## src/rtl/npic_pkg.sv

```systemverilog
// ----------------------------------------------------------------------------
// npic_pkg
// Shared widths, request codes and controller/datapath handshake types for
// the nested priority interrupt controller.
// ----------------------------------------------------------------------------
`default_nettype none

package npic_pkg;

  // Fixed field widths
  localparam int unsigned REQ_W       = 3;
  localparam int unsigned LINE_W      = 3;
  localparam int unsigned LVL_W       = 9;
  localparam int unsigned PEND_W      = 8;
  localparam int unsigned RLINE_W     = 4;
  localparam int unsigned CFG_W       = 64;
  localparam int unsigned PRIO_STRIDE = 8;

  // Level and line values with special meaning
  localparam logic [LVL_W-1:0]   THREAD_LEVEL = 9'd256;
  localparam logic [RLINE_W-1:0] NO_LINE      = 4'd8;

  // Request codes
  localparam logic [REQ_W-1:0] REQ_PEND     = 3'd0;
  localparam logic [REQ_W-1:0] REQ_ENABLE   = 3'd1;
  localparam logic [REQ_W-1:0] REQ_DISABLE  = 3'd2;
  localparam logic [REQ_W-1:0] REQ_MASK_SET = 3'd3;
  localparam logic [REQ_W-1:0] REQ_MASK_CLR = 3'd4;
  localparam logic [REQ_W-1:0] REQ_RETURN   = 3'd5;
  localparam logic [REQ_W-1:0] REQ_DISPATCH = 3'd6;

  // Commands from the sequencer to the datapath
  typedef struct packed {
    logic latch;     // input beat accepted, capture it
    logic exec;      // apply the request
    logic pick;      // select and possibly take a line
    logic load_out;  // move the result into the output register
  } npic_cmd_t;

  // Status from the datapath to the sequencer
  typedef struct packed {
    logic need_pick; // request goes on to line selection
    logic out_free;  // output register can take a result this cycle
  } npic_stat_t;

endpackage

`default_nettype wire

```

## src/rtl/npic_req_if.sv

```systemverilog
// ----------------------------------------------------------------------------
// npic_req_if
// Request channel: one interrupt event per beat.
// ----------------------------------------------------------------------------
`default_nettype none

interface npic_req_if;
  logic                           valid;
  logic                           ready;
  logic [npic_pkg::REQ_W-1:0]     req_type;
  logic [npic_pkg::LINE_W-1:0]    irq_num;

  modport source (output valid, output req_type, output irq_num, input ready);
  modport sink   (input valid, input req_type, input irq_num, output ready);
endinterface

`default_nettype wire

```

## src/rtl/npic_rsp_if.sv

```systemverilog
// ----------------------------------------------------------------------------
// npic_rsp_if
// Result channel: one result beat per request.
// ----------------------------------------------------------------------------
`default_nettype none

interface npic_rsp_if;
  logic                           valid;
  logic                           ready;
  logic                           taken_valid;
  logic [npic_pkg::LINE_W-1:0]    taken_irq;
  logic [npic_pkg::LVL_W-1:0]     current_level;
  logic [npic_pkg::PEND_W-1:0]    pending_mask;
  logic                           return_ignored;

  modport source (output valid, output taken_valid, output taken_irq,
                  output current_level, output pending_mask,
                  output return_ignored, input ready);
  modport sink   (input valid, input taken_valid, input taken_irq,
                  input current_level, input pending_mask,
                  input return_ignored, output ready);
endinterface

`default_nettype wire

```

## src/rtl/nested_priority_interrupt_controller_top.sv

```systemverilog
// ----------------------------------------------------------------------------
// nested_priority_interrupt_controller_top
// Nested priority interrupt controller with pending/enable bits, global mask
// and a context stack for preemption.
// ----------------------------------------------------------------------------
// One request beat in gives one result beat out. A request is accepted only
// while the sequencer is idle. Pend, enable, disable, mask, unused codes and
// a handler return with nothing active go from the apply state to the done
// state, which loads the result into the output register. Dispatch, and a
// handler return that pops a context, pass through the pick state between
// them for the selection over all lines. The sequencer goes back to idle as
// the result is loaded; no new request is accepted before that. A result
// that is not taken holds the sequencer before the load, stalling the next
// request after the one in flight. The user writes the priority register
// (cfg_we_i/cfg_wdata_i) only while idle; the block does not enforce this.
`default_nettype none

module nested_priority_interrupt_controller_top #(
  parameter int unsigned IRQ_COUNT  = 8,
  parameter int unsigned PRIO_BITS  = 8,
  parameter int unsigned NEST_DEPTH = 8
) (
  input  wire                          clk_i,
  input  wire                          rst_ni,
  input  wire                          cfg_we_i,
  input  wire [npic_pkg::CFG_W-1:0]    cfg_wdata_i,
  npic_req_if.sink                     req_i,
  npic_rsp_if.source                   rsp_o
);

  npic_pkg::npic_cmd_t  cmd;
  npic_pkg::npic_stat_t stat;
  logic                 in_ready;

  assign req_i.ready = in_ready;

  // Sequencer
  npic_ctrl u_ctrl (
    .clk_i      (clk_i),
    .rst_ni     (rst_ni),
    .in_valid_i (req_i.valid),
    .in_ready_o (in_ready),
    .stat_i     (stat),
    .cmd_o      (cmd)
  );

  // State, selection and output register
  npic_datapath #(
    .IRQ_COUNT  (IRQ_COUNT),
    .PRIO_BITS  (PRIO_BITS),
    .NEST_DEPTH (NEST_DEPTH)
  ) u_datapath (
    .clk_i       (clk_i),
    .rst_ni      (rst_ni),
    .cfg_we_i    (cfg_we_i),
    .cfg_wdata_i (cfg_wdata_i),
    .req_type_i  (req_i.req_type),
    .irq_num_i   (req_i.irq_num),
    .cmd_i       (cmd),
    .stat_o      (stat),
    .rsp         (rsp_o)
  );

endmodule

`default_nettype wire

```

## src/rtl/npic_ctrl.sv

```systemverilog
// ----------------------------------------------------------------------------
// npic_ctrl
// Sequencer: accept, apply, select, then hand the result to the output
// register.
// ----------------------------------------------------------------------------
`default_nettype none

module npic_ctrl (
  input  wire                  clk_i,
  input  wire                  rst_ni,
  input  wire                  in_valid_i,
  output logic                 in_ready_o,
  input  npic_pkg::npic_stat_t stat_i,
  output npic_pkg::npic_cmd_t  cmd_o
);

  localparam logic [1:0] ST_IDLE = 2'd0;
  localparam logic [1:0] ST_EXEC = 2'd1;
  localparam logic [1:0] ST_PICK = 2'd2;
  localparam logic [1:0] ST_DONE = 2'd3;

  logic [1:0] state_q, state_d;

  // Next state
  always_comb begin
    state_d = state_q;
    unique case (state_q)
      ST_IDLE: begin
        if (in_valid_i) state_d = ST_EXEC;
      end
      ST_EXEC: begin
        state_d = stat_i.need_pick ? ST_PICK : ST_DONE;
      end
      ST_PICK: begin
        state_d = ST_DONE;
      end
      ST_DONE: begin
        if (stat_i.out_free) state_d = ST_IDLE;
      end
      default: begin
        state_d = ST_IDLE;
      end
    endcase
  end

  always_ff @(posedge clk_i or negedge rst_ni) begin
    if (!rst_ni) begin
      state_q <= ST_IDLE;
    end else begin
      state_q <= state_d;
    end
  end

  // Commands
  assign in_ready_o     = (state_q == ST_IDLE);
  assign cmd_o.latch    = (state_q == ST_IDLE) && in_valid_i;
  assign cmd_o.exec     = (state_q == ST_EXEC);
  assign cmd_o.pick     = (state_q == ST_PICK);
  assign cmd_o.load_out = (state_q == ST_DONE) && stat_i.out_free;

endmodule

`default_nettype wire

```

## src/rtl/npic_datapath.sv

```systemverilog
// ----------------------------------------------------------------------------
// npic_datapath
// Pending/enable bits, mask, active context, nesting stack, line selection
// and the output register.
// ----------------------------------------------------------------------------
`default_nettype none

module npic_datapath #(
  parameter int unsigned IRQ_COUNT  = 8,
  parameter int unsigned PRIO_BITS  = 8,
  parameter int unsigned NEST_DEPTH = 8
) (
  input  wire                                clk_i,
  input  wire                                rst_ni,
  input  wire                                cfg_we_i,
  input  wire [npic_pkg::CFG_W-1:0]          cfg_wdata_i,
  input  wire [npic_pkg::REQ_W-1:0]          req_type_i,
  input  wire [npic_pkg::LINE_W-1:0]         irq_num_i,
  input  npic_pkg::npic_cmd_t                cmd_i,
  output npic_pkg::npic_stat_t               stat_o,
  npic_rsp_if.source                         rsp
);

  localparam int unsigned LVL_W   = npic_pkg::LVL_W;
  localparam int unsigned LINE_W  = npic_pkg::LINE_W;
  localparam int unsigned RLINE_W = npic_pkg::RLINE_W;
  localparam int unsigned CNT_W   = $clog2(NEST_DEPTH + 1);
  localparam int unsigned IDX_W   = (NEST_DEPTH > 1) ? $clog2(NEST_DEPTH) : 1;

  typedef struct packed {
    logic [RLINE_W-1:0] line;
    logic [LVL_W-1:0]   level;
  } ctx_t;

  // Configuration
  logic [npic_pkg::CFG_W-1:0] prio_q;

  always_ff @(posedge clk_i or negedge rst_ni) begin
    if (!rst_ni) begin
      prio_q <= '0;
    end else if (cfg_we_i) begin
      prio_q <= cfg_wdata_i;
    end
  end

  // Controller state
  logic [IRQ_COUNT-1:0] pending_q, pending_d;
  logic [IRQ_COUNT-1:0] enabled_q, enabled_d;
  logic                 mask_q, mask_d;
  logic [LVL_W-1:0]     level_q, level_d;
  logic [RLINE_W-1:0]   line_q, line_d;
  logic [CNT_W-1:0]     cnt_q, cnt_d;
  logic                 taken_q, taken_d;
  logic [LINE_W-1:0]    taken_line_q, taken_line_d;
  logic                 ignored_q, ignored_d;
  logic                 out_valid_q, out_valid_d;

  // Captured request and stack read data
  logic [npic_pkg::REQ_W-1:0] req_q;
  logic [LINE_W-1:0]          irq_q;
  ctx_t                       stack_mem [NEST_DEPTH];
  ctx_t                       stack_rd_q;

  logic [IDX_W-1:0] push_idx, pop_idx;
  assign push_idx = IDX_W'(cnt_q);
  assign pop_idx  = IDX_W'(cnt_q - CNT_W'(1));

  // Line selection: lowest priority value, lowest index on a tie
  logic                 found;
  logic [LINE_W-1:0]    best;
  logic [PRIO_BITS-1:0] best_prio;
  logic [IRQ_COUNT-1:0] cand;
  logic                 take;

  assign cand = pending_q & enabled_q;

  always_comb begin
    found     = 1'b0;
    best      = '0;
    best_prio = '0;
    for (int i = 0; i < IRQ_COUNT; i++) begin
      if (cand[i] && (!found ||
          prio_q[i*npic_pkg::PRIO_STRIDE +: PRIO_BITS] < best_prio)) begin
        found     = 1'b1;
        best      = LINE_W'(i);
        best_prio = prio_q[i*npic_pkg::PRIO_STRIDE +: PRIO_BITS];
      end
    end
  end

  assign take = !mask_q && found && (LVL_W'(best_prio) < level_q) &&
                (cnt_q < CNT_W'(NEST_DEPTH));

  logic                 line_ok;
  logic [IRQ_COUNT-1:0] irq_bit;
  logic [IRQ_COUNT-1:0] best_bit;
  assign line_ok  = ({1'b0, irq_q} < (LINE_W+1)'(IRQ_COUNT));
  assign irq_bit  = IRQ_COUNT'(1) << irq_q;
  assign best_bit = IRQ_COUNT'(1) << best;

  // Request handling and take
  always_comb begin
    pending_d    = pending_q;
    enabled_d    = enabled_q;
    mask_d       = mask_q;
    level_d      = level_q;
    line_d       = line_q;
    cnt_d        = cnt_q;
    taken_d      = taken_q;
    taken_line_d = taken_line_q;
    ignored_d    = ignored_q;

    if (cmd_i.exec) begin
      taken_d      = 1'b0;
      taken_line_d = '0;
      ignored_d    = 1'b0;
      case (req_q)
        npic_pkg::REQ_PEND: begin
          if (line_ok) pending_d = pending_q | irq_bit;
        end
        npic_pkg::REQ_ENABLE: begin
          if (line_ok) enabled_d = enabled_q | irq_bit;
        end
        npic_pkg::REQ_DISABLE: begin
          if (line_ok) enabled_d = enabled_q & ~irq_bit;
        end
        npic_pkg::REQ_MASK_SET: begin
          mask_d = 1'b1;
        end
        npic_pkg::REQ_MASK_CLR: begin
          mask_d = 1'b0;
        end
        npic_pkg::REQ_RETURN: begin
          if (cnt_q == '0) begin
            ignored_d = 1'b1;
          end else begin
            cnt_d   = cnt_q - CNT_W'(1);
            level_d = stack_rd_q.level;
            line_d  = stack_rd_q.line;
          end
        end
        default: begin
        end
      endcase
    end

    if (cmd_i.pick && take) begin
      pending_d    = pending_q & ~best_bit;
      cnt_d        = cnt_q + CNT_W'(1);
      level_d      = LVL_W'(best_prio);
      line_d       = RLINE_W'(best);
      taken_d      = 1'b1;
      taken_line_d = best;
    end
  end

  // Output register valid
  always_comb begin
    out_valid_d = out_valid_q;
    if (cmd_i.load_out) begin
      out_valid_d = 1'b1;
    end else if (rsp.ready) begin
      out_valid_d = 1'b0;
    end
  end

  always_ff @(posedge clk_i or negedge rst_ni) begin
    if (!rst_ni) begin
      pending_q    <= '0;
      enabled_q    <= '0;
      mask_q       <= 1'b0;
      level_q      <= npic_pkg::THREAD_LEVEL;
      line_q       <= npic_pkg::NO_LINE;
      cnt_q        <= '0;
      taken_q      <= 1'b0;
      taken_line_q <= '0;
      ignored_q    <= 1'b0;
      out_valid_q  <= 1'b0;
    end else begin
      pending_q    <= pending_d;
      enabled_q    <= enabled_d;
      mask_q       <= mask_d;
      level_q      <= level_d;
      line_q       <= line_d;
      cnt_q        <= cnt_d;
      taken_q      <= taken_d;
      taken_line_q <= taken_line_d;
      ignored_q    <= ignored_d;
      out_valid_q  <= out_valid_d;
    end
  end

  // Request capture and stack top read, done while the count is stable
  always_ff @(posedge clk_i) begin
    if (cmd_i.latch) begin
      req_q      <= req_type_i;
      irq_q      <= irq_num_i;
      stack_rd_q <= stack_mem[pop_idx];
    end
  end

  // Stack push on take
  always_ff @(posedge clk_i) begin
    if (cmd_i.pick && take) begin
      stack_mem[push_idx] <= '{line: line_q, level: level_q};
    end
  end

  // Output payload register
  logic [LINE_W-1:0]          out_irq_q;
  logic                       out_taken_q;
  logic [LVL_W-1:0]           out_level_q;
  logic [npic_pkg::PEND_W-1:0] out_pend_q;
  logic                       out_ign_q;

  always_ff @(posedge clk_i) begin
    if (cmd_i.load_out) begin
      out_taken_q <= taken_q;
      out_irq_q   <= taken_line_q;
      out_level_q <= level_q;
      out_pend_q  <= npic_pkg::PEND_W'(pending_q);
      out_ign_q   <= ignored_q;
    end
  end

  assign rsp.valid          = out_valid_q;
  assign rsp.taken_valid    = out_taken_q;
  assign rsp.taken_irq      = out_irq_q;
  assign rsp.current_level  = out_level_q;
  assign rsp.pending_mask   = out_pend_q;
  assign rsp.return_ignored = out_ign_q;

  // Status to the sequencer
  assign stat_o.need_pick = (req_q == npic_pkg::REQ_DISPATCH) ||
                            ((req_q == npic_pkg::REQ_RETURN) && (cnt_q != '0));
  assign stat_o.out_free  = !out_valid_q || rsp.ready;

  // Assertions
  a_cnt_bound: assert property (@(posedge clk_i) disable iff (!rst_ni)
    cnt_q <= CNT_W'(NEST_DEPTH))
    else $error("nesting count above stack depth");

  a_thread_when_empty: assert property (@(posedge clk_i) disable iff (!rst_ni)
    (cnt_q == '0) |-> (level_q == npic_pkg::THREAD_LEVEL))
    else $error("empty stack but not at thread level");

  a_take_lowers_level: assert property (@(posedge clk_i) disable iff (!rst_ni)
    (cmd_i.pick && take) |=> (level_q < $past(level_q)))
    else $error("take did not raise the active priority");

  a_taken_xor_ignored: assert property (@(posedge clk_i) disable iff (!rst_ni)
    out_valid_q |-> !(out_taken_q && out_ign_q))
    else $error("result both taken and return ignored");

endmodule

`default_nettype wire

```

## src/flat_wrapper.sv

```systemverilog
// flat-port wrapper written by rule: the top's interface ports become plain ports
module nested_priority_interrupt_controller_top_flat 
#(
  parameter int unsigned IRQ_COUNT  = 8,
  parameter int unsigned PRIO_BITS  = 8,
  parameter int unsigned NEST_DEPTH = 8
)
  (clk_i, rst_ni, cfg_we_i, cfg_wdata_i, req_i_valid, req_i_req_type, req_i_irq_num, req_i_ready, rsp_o_valid, rsp_o_taken_valid, rsp_o_taken_irq, rsp_o_current_level, rsp_o_pending_mask, rsp_o_return_ignored, rsp_o_ready);
  npic_req_if req_i_i ();
  npic_rsp_if rsp_o_i ();
  input  wire clk_i;
  input  wire rst_ni;
  input  wire cfg_we_i;
  input  wire [npic_pkg::CFG_W-1:0] cfg_wdata_i;
  input wire logic [$bits(req_i_i.valid)-1:0] req_i_valid;
  input wire logic [$bits(req_i_i.req_type)-1:0] req_i_req_type;
  input wire logic [$bits(req_i_i.irq_num)-1:0] req_i_irq_num;
  output wire logic [$bits(req_i_i.ready)-1:0] req_i_ready;
  output wire logic [$bits(rsp_o_i.valid)-1:0] rsp_o_valid;
  output wire logic [$bits(rsp_o_i.taken_valid)-1:0] rsp_o_taken_valid;
  output wire logic [$bits(rsp_o_i.taken_irq)-1:0] rsp_o_taken_irq;
  output wire logic [$bits(rsp_o_i.current_level)-1:0] rsp_o_current_level;
  output wire logic [$bits(rsp_o_i.pending_mask)-1:0] rsp_o_pending_mask;
  output wire logic [$bits(rsp_o_i.return_ignored)-1:0] rsp_o_return_ignored;
  input wire logic [$bits(rsp_o_i.ready)-1:0] rsp_o_ready;
  assign req_i_i.valid = req_i_valid;
  assign req_i_i.req_type = req_i_req_type;
  assign req_i_i.irq_num = req_i_irq_num;
  assign req_i_ready = req_i_i.ready;
  assign rsp_o_valid = rsp_o_i.valid;
  assign rsp_o_taken_valid = rsp_o_i.taken_valid;
  assign rsp_o_taken_irq = rsp_o_i.taken_irq;
  assign rsp_o_current_level = rsp_o_i.current_level;
  assign rsp_o_pending_mask = rsp_o_i.pending_mask;
  assign rsp_o_return_ignored = rsp_o_i.return_ignored;
  assign rsp_o_i.ready = rsp_o_ready;
  nested_priority_interrupt_controller_top #(.IRQ_COUNT(IRQ_COUNT), .PRIO_BITS(PRIO_BITS), .NEST_DEPTH(NEST_DEPTH)) u_core (.clk_i(clk_i), .rst_ni(rst_ni), .cfg_we_i(cfg_we_i), .cfg_wdata_i(cfg_wdata_i), .req_i(req_i_i), .rsp_o(rsp_o_i));
endmodule
```

## config.mk

```make
export PLATFORM = sky130hd
export DESIGN_NAME = nested_priority_interrupt_controller_top_flat
export DESIGN_NICKNAME = d
export VERILOG_FILES = /design/src/rtl/npic_pkg.sv /design/src/rtl/npic_req_if.sv /design/src/rtl/npic_rsp_if.sv /design/src/rtl/nested_priority_interrupt_controller_top.sv /design/src/rtl/npic_ctrl.sv /design/src/rtl/npic_datapath.sv /design/src/flat_wrapper.sv
export SDC_FILE = /design/constraint.sdc
export NUM_CORES = 1
export LEC_CHECK = 0
export ABC_AREA = 1
export BUFFER_PORTS_ARGS = -buffer_cell sky130_fd_sc_hd__buf_4
export CORE_ASPECT_RATIO = 1.1
export CORE_MARGIN = 1
export CORE_UTILIZATION = 40
export DETAILED_ROUTE_END_ITERATION = 10
export PLACE_DENSITY_LB_ADDON = 0.3
export SYNTH_ARGS = -nofsm -noshare
export SYNTH_HDL_FRONTEND = slang
export SYNTH_SLANG_ARGS = --single-unit
```

## constraint.sdc

```tcl
create_clock -name clk_i -period 15.6 [get_ports clk_i]
set_input_delay 1.56 -clock clk_i [delete_from_list [all_inputs] [get_ports clk_i]]
set_output_delay 1.56 -clock clk_i [all_outputs]
set_load 0.1 [all_outputs]
```

Word-level counts from Yosys, hierarchy flattened
Memories as Yosys holds them, arrays and structs flattened. A register that Yosys moved wholly into a read port is not among the register bits.
Cells that the tools add are included.
Widths: inputs -> output; s select.
Cells by class
  shift operators: 2
  equal/unequal tests: 12
  bitwise gates (word level): 7
  multiplexer cells: 54
  magnitude comparators: 9
  $add $sub $neg: 2
  reduce and logical (&&, ||, !) cells: 47
Operator list (count)
  $mux 8: 11
  $lt 8x8->1: 7
  $mux 9: 4
  $mux 4: 8
  $and 8x8->8: 3
  $mux 3: 7
  $mux 1: 18
  $not 8->8: 2
  $or 8x8->8: 2
  $pmux 8 s2: 1
  $shl 1x3->8 const A: 2
  $logic_and 1x1->1: 14
  $reduce_bool 2->1: 6
  $eq 3x3->1 const B: 3
  $logic_not 1->1: 9
  $logic_or 1x1->1: 9
  $lt 8x9->1: 1
  $pmux 2 s4: 1
  $reduce_and 2->1: 4
  $eq 3x2->1 const B: 2
  $mux 2: 3
  $add 4x1->4 const B: 1
  $eq 2x2->1 const B: 2
  $logic_not 4->1: 1
  11 further kinds: 12
Storage, ports and cells
  register bits: 134
  output and inout bits: 24
  RAM bits: 104
  memories: 1
  word-level logic and storage cells: 153
Memories
  u_core.u_datapath.stack_mem: depth 8, width 13, rd ports 1, clocked after memory_dff 1, write ports 1, line npic_datapath.sv:61  | ctx_t stack_mem [NEST_DEPTH];

Longest topological paths before layout
Gate-level depths: netlist of the first run.
  depth in word-level cells: 36
  mapped depth: 101
  gate-level depth less buffers: 94

Cells and area by module
From an unflattened synthesis of the first run, not the netlist that was laid out.
Second synthesis, totals
  cells, all modules: 1093
  area total of the unflattened synthesis: 10608.9 sq um
By module, submodules not included
  npic_datapath: cells each 1064, times used 1, area an instance 10408.7 sq um
  npic_ctrl: cells each 29, times used 1, area an instance 200.2 sq um

Worst setup path before layout of the first run
Ideal clock, no wire load.
  path type: reg2reg
  from: reg u_core.u_datapath.pending_q[0]
  to: mem u_core.u_datapath.stack_mem[1][0] (netlist bit) (enable)
  path buffers: 6
  library setup time: 387 ps
  clock period less this slack: 11525 ps
  cell stages (with the launch flop): 79
  path slack: 4075 ps
  data arrival time: 11139 ps
  data required time: 15213 ps
  cell sequence: dfrtp_1 > nand2_1 > clkinv_1 > nand2_1 > ha_1 > a21oi_1 > o31a_1 > nand2_1 > nand2_2 > nand2_4 > buf_4 > o21ai_0 > ha_1 > a21oi_1 > nor2_1 > a211oi_1 > nand2_1 > nand2_2 > (+43 left out) > nor2_1 > a211oi_1 > nand2_1 > nand2_2 > nand2_2 > buf_2 > o21ai_0 > inv_1 > ha_1 > nand2_1 > nor2_1 > a211oi_1 > o21ai_0 > a311oi_2 > nand2_4 > inv_2 > nand2_1 > nor3_1
On the way
  word-level cells in the longest chain between the ends: 36
  elaborated cells between the ends (all ways): 52
  those cells by class: 8 x order compare; 18 x mux; 1 x bitwise; 25 x reduce/logical
Ends and longest elaborated chain
  start: declaration: line npic_datapath.sv:47  | logic [IRQ_COUNT-1:0] pending_q, pending_d;
  start signal: assignment: line npic_datapath.sv:180  | pending_q <= pending_d;
  $and 8x8->8 (*): line npic_datapath.sv:75  | assign cand = pending_q & enabled_q;
  $mux 8 or $mux 1 (tied branches): line npic_datapath.sv:82  | if (cand[i] && (!found ||
  $lt 8x8->1 or $logic_not 1->1 (tied branches): line npic_datapath.sv:83, npic_datapath.sv:82
  $logic_or 1x1->1: line npic_datapath.sv:82
  $logic_and 1x1->1: line npic_datapath.sv:82
  $mux 8 or $mux 1 (tied branches): line npic_datapath.sv:82
  $lt 8x8->1 or $logic_not 1->1 (tied branches): line npic_datapath.sv:83, npic_datapath.sv:82
  $logic_or 1x1->1: line npic_datapath.sv:82
  (+19 left out)
  $logic_or 1x1->1: line npic_datapath.sv:82
  $logic_and 1x1->1: line npic_datapath.sv:82
  $mux 8 or $mux 1 (tied branches): line npic_datapath.sv:82
  $lt 8x9->1 or $logic_and 1x1->1 (tied branches): line npic_datapath.sv:91  | assign take = !mask_q && found && (LVL_W'(best_prio) < level_q) &&
  $logic_and 1x1->1 (*) (2 in a row): line npic_datapath.sv:91
  $logic_and 1x1->1 (*): line npic_datapath.sv:204  | if (cmd_i.pick && take) begin
  $mux 1 (*): line npic_datapath.sv:204
  $mux 1 (not written as such) (*): line npic_datapath.sv:205  | stack_mem[push_idx] <= '{line: line_q, level: level_q};
  end: declaration: line npic_datapath.sv:61
Every way passes the cells marked *; elsewhere a longest branch is shown, timed or not.

Worst setup path in the final report of the first run
  from: reg u_core.u_datapath.pending_q[0]
  to: mem u_core.u_datapath.stack_mem[1][4] (netlist bit) (enable)
Same word-level chain as after synthesis.

==> results of run 1 <==
cells by family (layout without fill, tap and decap cells):
group | count (synthesis) | count (layout)
AO/OA/AOI/OAI | 178 | 178
multiplexers | 49 | 49
flip-flops | 211 | 211
XOR/XNOR | 4 | 4
buffers and inverters | 128 | 236
adder cells (fa/ha/maj) | 60 | 60
AND/OR/NAND/NOR | 455 | 455
cell usage after synthesis, drive strengths merged:
| cell type | count |
|---|---|
| buf | 15 |
| ha | 60 |
| a31oi | 17 |
| o22ai | 10 |
| nand2 | 247 |
| nor4 | 2 |
| a22o | 1 |
| nand3 | 71 |
| edfxtp | 109 |
| a311oi | 1 |
| dfstp | 1 |
| inv | 88 |
| and2 | 1 |
| o21ai | 109 |
| clkbuf | 22 |
| a211oi | 7 |
| xor2 | 2 |
| o31a | 1 |
| nor3 | 12 |
| o31ai | 1 |
| o21bai | 1 |
| or2 | 8 |
| clkinv | 3 |
| a21oi | 30 |
| dfrtp | 101 |
| xnor2 | 2 |
| nand3b | 1 |
| nand4 | 8 |
| nor2 | 105 |
| mux2 | 49 |
metrics by stage:
stage	hold slack (ns)	setup slack [ns]	power [W]	utilization, %	std cells
floorplan	0.425	4.07	0.00168	-	1085
global placement	0.445	2.63	0.00195	44.7	1504
detailed placement	0.451	2.15	0.00198	44.7	1504
CTS	0.467	2.12	0.00251	47.5	1545
global route	0.482	0.628	0.00267	47.5	1545
finish	0.467	2.12	0.00249	47.5	1545
worst max path at each step:
stage | from | slack [ns] | to | cells past startpoint
after floorplan | u_core.u_datapath.pending_q[0]$_DFFE_PN0P_ | 4.07 | u_core.u_datapath.stack_mem[1][0]$_DFFE_PP_ | 78
after global placement | u_core.u_datapath.pending_q[0]$_DFFE_PN0P_ | 2.63 | u_core.u_datapath.stack_mem[1][2]$_DFFE_PP_ | 72
after detailed placement | u_core.u_datapath.pending_q[0]$_DFFE_PN0P_ | 2.15 | u_core.u_datapath.stack_mem[1][2]$_DFFE_PP_ | 72
after CTS | u_core.u_datapath.pending_q[0]$_DFFE_PN0P_ | 2.12 | u_core.u_datapath.stack_mem[1][3]$_DFFE_PP_ | 72
after global routing | u_core.u_datapath.pending_q[0]$_DFFE_PN0P_ | 0.63 | u_core.u_datapath.stack_mem[1][3]$_DFFE_PP_ | 74
final | u_core.u_datapath.pending_q[0]$_DFFE_PN0P_ | 2.12 | u_core.u_datapath.stack_mem[1][4]$_DFFE_PP_ | 71
sequential cells by signal, summed over array words and instances (netlist names), named ones only:
signal	flops
u_core.u_datapath.ignored_q	1
u_core.u_datapath.prio_q	64
u_core.u_datapath.taken_line_q	3
u_core.u_datapath.irq_q	3
u_core.u_datapath.mask_q	1
u_core.u_ctrl.state_q	2
u_core.u_datapath.rsp.pending_mask	8
u_core.u_datapath.req_q	3
u_core.u_datapath.rsp.current_level	9
u_core.u_datapath.stack_rd_q	9
u_core.u_datapath.rsp.taken_valid	1
u_core.u_datapath.taken_q	1
u_core.u_datapath.rsp.taken_irq	3
u_core.u_datapath.cnt_q	4
u_core.u_datapath.rsp.return_ignored	1
u_core.u_datapath.pending_q	8
u_core.u_datapath.level_q	9
u_core.u_datapath.stack_mem	72
u_core.u_datapath.rsp.valid	1
power by group through the flow:
stage | clock network [W] | logic (W) | registers (W)
after floorplan | 0 | 0.000737 | 0.000944
after global placement | 0 | 0.00112 | 0.000838
after detailed placement | 0 | 0.00114 | 0.000838
after CTS | 0.000538 | 0.00114 | 0.000828
after global routing | 0.000558 | 0.00127 | 0.000842
final | 0.000527 | 0.00114 | 0.000828
cell type report:
class                   instances  area, um^2
multi-input cells             746        4260
fillers                      2460       13700
clock inverters                 9         106
clock buffers                  32         629
well taps                     352         440
repair buffers                104         781
inverters                      91         342
flip-flops and latches        211        5830
routing by layer:
| metal | wire length, um | global-route usage [%] |
|---|---|---|
| met1 | 11000 | 24.4 |
| met5 | 0 | 0 |
| met3 | 1100 | 2.53 |
| met2 | 11200 | 29.3 |
| met4 | 457 | 4.61 |
layout by cell type, fill, tap and decap left out, drive strengths merged, types with 2 or more instances in the layout:
| cell type | instances |
|---|---|
| a211oi | 7 |
| a21oi | 30 |
| a31oi | 17 |
| buf | 104 |
| bufinv | 2 |
| clkbuf | 32 |
| clkinv | 6 |
| clkinvlp | 3 |
| dfrtp | 101 |
| edfxtp | 109 |
| ha | 60 |
| inv | 89 |
| mux2 | 49 |
| nand2 | 247 |
| nand3 | 71 |
| nand4 | 8 |
| nor2 | 105 |
| nor3 | 12 |
| nor4 | 2 |
| o21ai | 109 |
| o22ai | 10 |
| or2 | 8 |
| xnor2 | 2 |
| xor2 | 2 |
==> impl_metrics.csv, run 1 <==
group,metric,value,unit
timing,final_worst_path_cycle_share,86.4,%
setup_path,cp_num_buf_inv,4,
setup_path,reg2regPathDepth,71,
setup_path,rrSetupSlack,2.12,ns
route,drtAntennaViolNets,0,
setup_path,cpMostUsedCell,"sky130_fd_sc_hd__nand2_1",
power_and_ir_drop,clock_power_share,21.2,%
timing,grt_setup_unrepaired,"false",
die,die-height,173,um
synthesis,post_synth_and_or_nand_nor_area_fraction,18.4,%
clock_network,numCtsBuffers,23,
die,number_of_top_level_pins,99,
clock_network,postCtsSetupRepairBufs,0,
power_and_ir_drop,intPower,0.00142,W
power_and_ir_drop,p_per_area,201,mW/mm^2
setup_path,start_kind,"register",
clock_network,worst_setup_hold_path_clk_slew,0.06,ns
place,placement.io_buffers,98,
global_routing,first_pass_grt_wire_length,38100,um
cells_and_area,layout-drive-gt1-share,18.4,%
setup_path,crit_slowest_cell,"sky130_fd_sc_hd__nor3_1",
synthesis,synth.ff_latch_count,211,
die,placementRows,62,
route,route.final.wire_length,23700,um
clock_network,ctsRootBufferMaster,"sky130_fd_sc_hd__clkbuf_16",
timing,report.final.slew_viol_count,0,
timing,max_slew_margin,17.0,%
cells_and_area,syn_to_final_growth,16.8,%
timing,skew,0.00761,ns
die,design.die.area,0.0272,mm^2
min_path,hold-path-cell-count,0,
min_path,min_to,"u_core.u_datapath.rsp.return_ignored$_DFFE_PP_",
timing,finalSetupViolations,0,
synthesis,adder_and_majority_gate_portion_of_the_synthesized_area,7.08,%
setup_path,timing.critical_path.arrival,13.59,ns
power_and_ir_drop,part_of_the_total_power_dissipated_in_sequential_elements,33.2,%
global_routing,grt_max_degree,80,
clock_network,worst_skew_pair.late_latency,0.50,ns
synthesis,synth_nets,1220,
global_routing,grt_util_all_layers,17.8,%
timing,max_freq,74.2,MHz
clock_network,ctsHoldBuffers,0,
die,dieWidth,157,um
synthesis,yosys-top-cells-area,"sky130_fd_sc_hd__edfxtp_1, sky130_fd_sc_hd__dfrtp_1, sky130_fd_sc_hd__nand2_1",
die,initial_core_util,40.7,%
timing,period_minus_slack,13.48,ns
route,num_vias,7755,
timing,totalNegativeSetupSlack,0,ns
outcome,run_status,"complete, no violations",
setup_path,worst-setup-path-type,"reg2reg",
power_and_ir_drop,power.combinational.fraction,45.6,%
synthesis,synth_cells,1085,
clock_network,cts_repair_resize_count,0,
clock_network,clock_path_buffers,3,
synthesis,syn-cell-area,0.0106,mm^2
synthesis,ys_seq_area_share,54.9,%
synthesis,synth_top_cell_by_area,"sky130_fd_sc_hd__edfxtp_1",
setup_path,critical_path.max_fanout,41,
synthesis,synth_mux_area_share,5.20,%
route,via_per_inst,5.02,
route,post_drt_wl_per_cell,15.3,um
min_path,holdCritStartpoint,"u_core.u_datapath.ignored_q$_DFFE_PN0P_",
global_routing,globalRoute.totalOverflow,0,
min_path,worst_hold_path_type,"reg2reg",
synthesis,synth_top_area_share,30.9,%
timing,worstMarginPinSlew,1.24,ns
setup_path,critPathMaxStageDelay,0.96,ns
timing,final-hold-violation-count,0,
power_and_ir_drop,total_switching_power,0.00108,W
global_routing,grt_antenna_before_repair,0,
power_and_ir_drop,ir_drop,0.113,mV
cells_and_area,final_cell_area,0.0124,mm^2
route,drtIter0Drc,439,
setup_path,regToRegStartpoint,"u_core.u_datapath.pending_q[0]$_DFFE_PN0P_",
route,post-route-drc-count,0,
cells_and_area,n_antenna_cell,0,
place,placedInstanceArea,0.0117,mm^2
setup_path,required,15.71,ns
place,detailedPlacementHpwl,17500,um
clock_network,cts.sinks,211,
power_and_ir_drop,swShare,43.2,%
clock_network,clock_tree.htree_level_count,1,
clock_network,cts_tree,"done",
synthesis,yosys_warnings,0,
synthesis,ys_types,38,
synthesis,synth_xor_area_share,0.330,%
route,drt_first_pass_iters,6,
setup_path,r2r_end,"u_core.u_datapath.stack_mem[1][4]$_DFFE_PP_",
synthesis,synth_top_family_by_area,"simple AND/OR/NAND/NOR gates",
global_routing,first_global_vias,7371,
die,floorplan.core_area,0.0261,mm^2
setup_path,worstSetupEndpointType,"register",
setup_path,timing.critical_path.max_delay_family,"compound AO/OA/AOI/OAI gates",
cells_and_area,final_nets,1312,
synthesis,post_synth.cell_area_avg,9.77,um^2
place,globalplace.congestion,0.872,
job,cap_viol_max_count,0,
synthesis,synth_compound_area_share,9.10,%
power_and_ir_drop,power_leakage,5.59,nW
Note: power is estimated with default switching activity, not from simulation.
==> run 2: changes to the inputs <==
Settings changed: CORE_UTILIZATION 40 to 45.
==> run 2 against run 1 <==
Effect of this change:
- routed wire length grew 0.96%
- combinational power is essentially flat
- fmax grew 0.17%
- first-iteration DRC count grew 2.5%
- clock power grew 11%
- clock skew grew 0.0034 ns
- sequential power is essentially flat
- clock-buffer cell count shrank 3
- cell count shrank 3.5%
- worst setup slack gained 0.022 ns
- die area shrank 11%
- register-to-register slack gained 0.02 ns
- critical path type unchanged
- critical endpoint is now u_core.u_datapath.stack_mem[1][7]$_DFFE_PP_
- highest routed layer unchanged
==> impl_metrics.csv, run 2 (synthesized netlist as in run 1, its figures left out) <==
group,metric,value,unit
timing,worstMarginPinSlew,1.22,ns
min_path,worst_hold_path_type,"reg2reg",
outcome,run_status,"complete, no violations",
die,initial_core_util,46.1,%
route,post-route-drc-count,0,
place,placement.io_buffers,98,
global_routing,first_global_vias,7496,
route,num_vias,7827,
cells_and_area,layout-drive-gt1-share,18.6,%
global_routing,first_pass_grt_wire_length,38600,um
place,detailedPlacementHpwl,17400,um
clock_network,cts.sinks,211,
timing,report.final.slew_viol_count,0,
cells_and_area,n_antenna_cell,0,
cells_and_area,final_nets,1310,
setup_path,required,15.72,ns
min_path,min_to,"u_core.u_datapath.rsp.taken_valid$_DFFE_PP_",
clock_network,postCtsSetupRepairBufs,0,
power_and_ir_drop,part_of_the_total_power_dissipated_in_sequential_elements,32.5,%
place,placedInstanceArea,0.0116,mm^2
timing,max_freq,74.3,MHz
clock_network,ctsHoldBuffers,0,
timing,final_worst_path_cycle_share,86.3,%
cells_and_area,largest_register,"u_core.u_datapath.stack_mem",
cells_and_area,reg_top3,"u_core.u_datapath.stack_mem (72), u_core.u_datapath.prio_q (64)",
route,drtIter0Drc,450,
setup_path,r2r_end,"u_core.u_datapath.stack_mem[1][7]$_DFFE_PP_",
global_routing,grt_util_all_layers,20.1,%
global_routing,grt_max_degree,80,
cells_and_area,final_core_utilization,53.9,%
timing,totalNegativeSetupSlack,0,ns
cells_and_area,mostFrequentLayoutCells,"sky130_fd_sc_hd__nand2_1, sky130_fd_sc_hd__edfxtp_1, sky130_fd_sc_hd__nor2_1, sky130_fd_sc_hd__o21ai_0, sky130_fd_sc_hd__buf_4",
setup_path,critical_path.max_fanout,41,
setup_path,critPathLaunch,"u_core.u_datapath.pending_q[0]$_DFFE_PN0P_",
timing,max_slew_margin,18.1,%
die,design.die.area,0.0242,mm^2
cells_and_area,max_ffs_per_register,72,
setup_path,rrSetupSlack,2.14,ns
setup_path,reg2regPathDepth,72,
cells_and_area,syn_to_final_growth,16.9,%
timing,skew,0.0110,ns
cells_and_area,nFillCells,2030,
global_routing,globalRoute.totalOverflow,0,
clock_network,worst_skew_pair.late_latency,0.51,ns
setup_path,worstSetupEndpointType,"register",
timing,grt_setup_unrepaired,"false",
die,dieWidth,148,um
power_and_ir_drop,swShare,42.5,%
power_and_ir_drop,power.combinational.fraction,44.7,%
min_path,hold-path-cell-count,0,
setup_path,cpMostUsedCell,"sky130_fd_sc_hd__nand2_1",
die,die-height,163,um
route,via_per_inst,5.25,
timing,hold_slack,0.465,ns
power_and_ir_drop,total_switching_power,0.00108,W
power_and_ir_drop,ir_drop,0.0835,mV
clock_network,ctsRootBufferMaster,"sky130_fd_sc_hd__clkbuf_16",
timing,finalSetupViolations,0,
route,post_drt_wl_per_cell,16.1,um
setup_path,regToRegStartpoint,"u_core.u_datapath.pending_q[0]$_DFFE_PN0P_",
setup_path,critPathMaxStageDelay,0.95,ns
clock_network,clock_path_buffers,3,
die,placementRows,58,
clock_network,cts_tree,"done",
setup_path,worst-setup-path-type,"reg2reg",
job,cap_viol_max_count,0,
clock_network,numCtsBuffers,22,
min_path,holdCritStartpoint,"u_core.u_datapath.taken_q$_DFFE_PN0P_",
route,drt_first_pass_iters,5,
global_routing,grt_antenna_before_repair,0,
clock_network,cts_repair_resize_count,0,
route,route.final.wire_length,23900,um
power_and_ir_drop,clock_power_share,22.9,%
timing,final-hold-violation-count,0,
die,floorplan.core_area,0.0230,mm^2
cells_and_area,final_cell_area,0.0124,mm^2
die,number_of_top_level_pins,99,
setup_path,start_kind,"register",
setup_path,timing.critical_path.arrival,13.58,ns
power_and_ir_drop,p_per_area,206,mW/mm^2
route,drtAntennaViolNets,0,
cells_and_area,final_common_cell,"sky130_fd_sc_hd__nand2_1",
clock_network,clock_tree.htree_level_count,1,
clock_network,worst_setup_hold_path_clk_slew,0.06,ns
timing,period_minus_slack,13.46,ns
place,globalplace.congestion,0.870,
power_and_ir_drop,intPower,0.00146,W
setup_path,crit_slowest_cell,"sky130_fd_sc_hd__nor3_1",
power_and_ir_drop,power_leakage,5.63,nW
[run 2: cell count changes in the layout (fill, tap and decap cells not counted)]
| cell | previous run | this run |
|---|---|---|
| sky130_fd_sc_hd__clkinv_4 | 0 | 1 |
| sky130_fd_sc_hd__bufinv_16 | 2 | 5 |
| sky130_fd_sc_hd__clkinv_2 | 3 | 2 |
| sky130_fd_sc_hd__clkbuf_8 | 2 | 3 |
| sky130_fd_sc_hd__clkinv_1 | 3 | 4 |
| sky130_fd_sc_hd__buf_4 | 104 | 103 |
| sky130_fd_sc_hd__clkinvlp_4 | 3 | 1 |
| sky130_fd_sc_hd__clkbuf_1 | 7 | 3 |
[run 2: layout make-up]
cell class                 count  area (um^2)  area share (%)
sequential                   211         5830            47.0
multi-input combinational    746         4260            34.4
timing repair buffer         103          773            6.24
clock buffer                  29          628            5.07
tap                          300          375            3.03
inverter                      91          342            2.76
clock inverter                11          189            1.52
[run 2: power groups by stage]
stage                     Sequential [W]  Clock (W)  Combinational (W)
after floorplan                 0.000944          0           0.000737
after global placement          0.000835          0            0.00111
after detailed placement        0.000839          0            0.00113
after CTS                       0.000828   0.000591            0.00114
after global routing            0.000840   0.000614            0.00128
final                           0.000827   0.000583            0.00114
[run 2: routing by layer]
layer  track usage [%]  routed length [um]  share of wire (%)  vias up
met5                 0                   0                  0        -
met4              5.01                 400                1.7        0
met3              2.85                1100                4.6       34
met2              33.9               11600                 49      194
met1              27.4               10800                 45     3687
li1                  -                   -                  -     3912
[run 2: metrics by stage]
stage,total power (W),instances,worst slack (ns)
floorplan,0.00168,1085,4.07
global placement,0.00195,1451,2.69
detailed placement,0.00197,1451,2.23
CTS,0.00256,1491,2.20
global route,0.00273,1491,0.550
finish,0.00255,1491,2.14
[run 2: worst max path at each step]
| stage | to | slack, ns | depth (start not counted) |
|---|---|---|---|
| floorplan | u_core.u_datapath.stack_mem[1][0]$_DFFE_PP_ | 4.07 | 78 |
| global placement | u_core.u_datapath.stack_mem[1][2]$_DFFE_PP_ | 2.69 | 72 |
| detailed placement | u_core.u_datapath.stack_mem[1][2]$_DFFE_PP_ | 2.23 | 72 |
| CTS | u_core.u_datapath.stack_mem[1][7]$_DFFE_PP_ | 2.20 | 72 |
| global route | u_core.u_datapath.stack_mem[1][4]$_DFFE_PP_ | 0.55 | 74 |
| finish | u_core.u_datapath.stack_mem[1][7]$_DFFE_PP_ | 2.14 | 72 |
[run 2: worst max-delay path: cells and delay by family (launching register included)]
family	cells	cell delay (ns)
simple gates	37	4.63
flops	1	0.43
fa+ha+maj	8	2.37
compound gates	22	4.71
buf+inv	5	0.91
